`src/hdl/greedy_iou_box_dedup_assert.svh`:
```
// Assertion macros shared by the greedy IoU box dedup modules.
`ifndef GREEDY_IOU_BOX_DEDUP_ASSERT_SVH
`define GREEDY_IOU_BOX_DEDUP_ASSERT_SVH
`ifndef NO_ASSERTIONS
// Check an implication or any other property on every clock edge out of reset.
`define GBD_ASSERT(label, prop, msg) \
	label: assert property (@(posedge clk) disable iff (!arst_n) prop) \
		else $error(msg);
// Check that a condition never holds.
`define GBD_NEVER(label, cond, msg) \
	label: assert property (@(posedge clk) disable iff (!arst_n) !(cond)) \
		else $error(msg);
`else
`define GBD_ASSERT(label, prop, msg)
`define GBD_NEVER(label, cond, msg)
`endif
`endif

```
`src/hdl/gbd_pkg.sv`:
```
// Package: constants and controller/datapath interface types for the box dedup block.
package gbd_pkg;

	localparam int MAX_KEPT_DEF   = 32;
	localparam int COORD_BITS_DEF = 16;
	localparam int THR_W          = 17;
	localparam int FRAC_BITS      = 16;
	localparam logic [THR_W-1:0] THR_RESET = 17'd32768;

	// Commands from controller to datapath
	typedef struct packed {
		logic load;    // capture the accepted box
		logic setup;   // compute the area of the new box
		logic issue;   // read the next kept box into the compare pipeline
		logic finish;  // store the verdict and load the output register
	} cmd_t;

	// Status from datapath to controller
	typedef struct packed {
		logic cnt_zero;    // kept table is empty
		logic last_issue;  // current read index is the last kept entry
		logic pipe_busy;   // compare pipeline still holds entries
		logic out_free;    // output register can take a result this cycle
	} sts_t;

endpackage

```
`src/hdl/gbd_ctrl.sv`:
```
// Controller: sequences capture, table scan, pipeline drain and result hand-off.
`include "greedy_iou_box_dedup_assert.svh"

module gbd_ctrl (
	input  logic          clk,
	input  logic          arst_n,
	input  logic          s_tvalid,
	output logic          s_tready,
	input  gbd_pkg::sts_t sts,
	output gbd_pkg::cmd_t cmd
);
	import gbd_pkg::*;

	typedef enum logic [3:0] {
		ST_IDLE  = 4'b0001,
		ST_SETUP = 4'b0010,
		ST_SCAN  = 4'b0100,
		ST_DRAIN = 4'b1000
	} state_t;

	state_t state_q, state_d;

	// Decode commands and next state
	always_comb begin
		state_d    = state_q;
		s_tready   = 1'b0;
		cmd        = '0;
		case (state_q)
			ST_IDLE: begin
				s_tready = 1'b1;
				if (s_tvalid) begin
					cmd.load = 1'b1;
					state_d  = ST_SETUP;
				end
			end
			ST_SETUP: begin
				cmd.setup = 1'b1;
				state_d   = sts.cnt_zero ? ST_DRAIN : ST_SCAN;
			end
			ST_SCAN: begin
				cmd.issue = 1'b1;
				if (sts.last_issue) begin
					state_d = ST_DRAIN;
				end
			end
			ST_DRAIN: begin
				if (!sts.pipe_busy && sts.out_free) begin
					cmd.finish = 1'b1;
					state_d    = ST_IDLE;
				end
			end
			default: begin
				state_d = ST_IDLE;
			end
		endcase
	end

	// Advance state
	always_ff @(posedge clk or negedge arst_n) begin
		if (!arst_n) begin
			state_q <= ST_IDLE;
		end else begin
			state_q <= state_d;
		end
	end

	`GBD_ASSERT(a_accept_to_setup, (s_tvalid && s_tready) |=> (state_q == ST_SETUP), "accepted box did not enter setup")
	`GBD_ASSERT(a_last_issue_drains, (state_q == ST_SCAN && sts.last_issue) |=> (state_q == ST_DRAIN), "scan did not stop after the last entry")
	`GBD_NEVER(a_idle_pipe_empty, state_q == ST_IDLE && sts.pipe_busy, "compare pipeline busy while idle")

endmodule

```
`config.mk`:
```
export PLATFORM = sky130hd
export DESIGN_NAME = gbd_ctrl
export DESIGN_NICKNAME = d
export VERILOG_FILES = /design/src/hdl/gbd_pkg.sv /design/src/hdl/gbd_ctrl.sv
export VERILOG_INCLUDE_DIRS = /design/src /design/src/hdl
export SDC_FILE = /design/constraint.sdc
export NUM_CORES = 1
export LEC_CHECK = 0
export ABC_AREA = 1
export BUFFER_PORTS_ARGS = -buffer_cell sky130_fd_sc_hd__buf_2
export CAP_MARGIN = 20
export CELL_PAD_IN_SITES_DETAIL_PLACEMENT = 0
export CELL_PAD_IN_SITES_GLOBAL_PLACEMENT = 1
export CORE_AREA = 3 3 40 42
export CTS_CLUSTER_SIZE = 16
export DETAILED_ROUTE_END_ITERATION = 8
export DIE_AREA = 0 0 43 45
export PLACE_DENSITY_LB_ADDON = 0.1
export SYNTH_ARGS = -nofsm -noshare
export SYNTH_HDL_FRONTEND = slang
export SYNTH_SLANG_ARGS = --single-unit
```
`constraint.sdc`:
```
create_clock -name clk -period 1.3 [get_ports clk]
set_clock_uncertainty 0.1 [all_clocks]
set_input_delay 0.26 -clock clk [delete_from_list [all_inputs] [get_ports clk]]
set_output_delay 0.26 -clock clk [all_outputs]
set_load 0.01 [all_outputs]
```
==> summary.md <==
| Metric | Value |
|---|---|
| Outcome | complete, but fails checks |
| Violated checks | setup timing |
| Post-synth top area share | 0.278 |
| Largest net degree at the start of global routing | 5 |
| Setup violators final | 5 |
| Mapped Cells | 41 |
| Total gr overflow | 0 |
| Largest regs | state_q: 4 flops |
| Synth Register Bits | 4 |
| Worst setup SP type | flip-flop |
| Initial core utilization | 0.210 |
| Final cell count without fillers | 76 |
| Vias in the first global route | 313 |
| Slew Viols, Final | 0 |
| Yosys Warn Count | 0 |
| CP arrival | 1.18 ns |
| GRT Total Usage | 0.0927 |
| R2r startpoint | state_q[0]$_DFFE_PN1P_ |
| Crit path kind | reg -> out |
| Die Ht | 45 um |
| Worst-margin pin slew | 0.180 ns |
| Class of the worst hold path | in -> reg |
| Clk buf depth | 2 |
| Yosys top cell by area | dfrtp_1 |
| Die Wd | 43 um |
| Max FFs per register | 4 |
| CTS tree | yes |
| 1st-iter DRT viols | 2 |
| Final WS setup | -0.236 ns |
| Slowest stage delay, CP | 0.54 ns |
| Die area | 1940 um2 |
| Sequential area share after synthesis | 0.375 |
| First-pass GRT wire length | 1240 um |
| Cell row count | 13 |
| TritonRoute pass-1 iters | 2 |
| Initial antenna violation count | 0 |
| Core Region | 1280 um2 |
| Synth cell types | 10 |
| Final Util | 0.345 |
| Placed insts | 69 |
| Hold path depth | 2 |
| Area grow syn2layout | 63.9% |
| CP Data Required Time | 0.94 ns |
| Total CTS buffers | 3 |
| Slowest CP cell | dfstp_2 |
| Max Clk Rate | 0.651 GHz |
| Gpl congestion | 0.777 |
| VDD IR max | 815 uV |
| Routed len/inst | 9.03 um |
| Rel. slew slack | 0.880 |
| Nets@finish | 69 |
| Total power per unit cell area | 2010 nW/um2 |
| Syn avg cell area | 6.59 um2 |
| RSZ-0062 raised after global routing | yes |
| CP startpoint | state_q[0]$_DFFE_PN1P_ |
| Critical path capture point type | output port |
| Vias/cell | 3.79 |
| Synth top area cells | dfrtp_1 28%, inv_1 17%, nand3_1 11% |
| Final hold vios | 0 |
| H-tree level count | 1 |
| Reg2reg setup slack | 0.04 ns |
| Clk_lat worst skew | 0.24 ns |
| Drt total wl | 686 um |
| Period utilization | 1.18 |
| Hpwl dp | 533 um |
| Synthesized area | 270 um2 |
| Number of fill cells in the layout | 149 |
| Leakage | 0.271 nW |
| Share of layout cells above drive strength 1 | 0.508 |
| Power, Total | 0.000890 W |
| Vias post-DR | 288 |
| Final setup TNS | -1.06 ns |
| Biggest register | state_q |
| Ant diodes | 0 |
| R2r worst-path depth | 6 |
| Period minus WS final | 1.54 ns |
| CTS sink cnt | 4 |
| Worst reg2reg path endpoint | state_q[3]$_DFFE_PN0P_ |
| Worst Setup EP | cmd[2] |
| Clock-pin slew on the worst setup and hold paths | 0.04 ns |
| Most frequent cells in the layout | 11 x inv_1, 11 x buf_2, 5 x nand2_1, 5 x nand3_1 |
| Antenna viol nets, final | 0 |
| IO Port Bufs | 11 |
| Remaining DRCs | 0 |
| Syn Nets | 48 |
| Root buf cell | clkbuf_4 |
| Crit path max fanout | 3 |
| CP Cell Sequence | buf_6 -> nor2_2 -> nand2_1 -> inv_1 -> buf_2 |
| Maxcap violations | 0 |
| I/O pins | 12 |
cells in the mapped netlist (all sizes together):
master and count:
o21ai 2, inv 12, nand2 7, nand3 6, nor2 9, dfrtp 3
o21bai 1, dfstp 1
where the power goes:
group	switching (W)	leakage, nW	total, W	internal (W)
Combinational	0.000252	0.206	0.000480	0.000228
Clock	0.0000582	0.0150	0.000174	0.000116
Sequential	0.0000546	0.0498	0.000236	0.000182
Total	0.000365	0.271	0.000890	0.000526
critical path: cells and delay by family (launching register included):
family	cells	cell delay (ns)
buffers and inverters	3	0.28
flip-flops	1	0.54
AND/OR/NAND/NOR	2	0.12
how the worst min path moves through the flow:
stage / startpoint / to
finish: sts[3] / state_q[2]$_DFFE_PN0P_
global placement: arst_n / state_q[1]$_DFFE_PN0P_
global route: sts[3] / state_q[2]$_DFFE_PN0P_
CTS: sts[3] / state_q[2]$_DFFE_PN0P_
detailed placement: arst_n / state_q[1]$_DFFE_PN0P_
floorplan: arst_n / state_q[1]$_DFFE_PN0P_
area by class of cell:
cell class | instances | area (um2) | area share
multi-input combinational | 25 | 151 | 0.342
inverter | 12 | 45.0 | 0.102
clock buffer | 4 | 26.3 | 0.0593
timing repair buffer | 16 | 98.8 | 0.223
sequential | 4 | 103 | 0.232
tap | 15 | 18.8 | 0.0424
metal layers:
metal / share of wire / up-vias / GRT usage
li1: - / 160 / -
met1: 0.42 / 118 / 0.0947
met2: 0.52 / 7 / 0.144
met3: 0.015 / 3 / 0.0120
met4: 0.041 / 0 / 0.127
met5: 0 / - / 0
per-stage QoR:
step / setup slack [ns] / area (um2) / hold WS, ns
finish: -0.236 / 443 / 0.134
global route: -0.308 / 443 / 0.139
CTS: -0.250 / 429 / 0.125
detailed placement: -0.0568 / 359 / -0.0323
global placement: -0.0512 / 359 / -0.0351
floorplan: 0.00231 / 270 / -0.136
cells by family after synthesis:
kind of cell | count (synthesis) | synth area share
compound gates | 3 | 0.0787
flops | 4 | 0.375
buf+inv | 12 | 0.167
simple gates | 22 | 0.380
timing repair:
item	in CTS	in global routing
pin swaps	2	1
hold buffers	1	0
endpoints found under the hold margin	4	0
endpoints found under the setup margin	5	8
resized for setup	7	4
setup buffers	2	0
No activity file was read; power rests on OpenSTA's default activity.
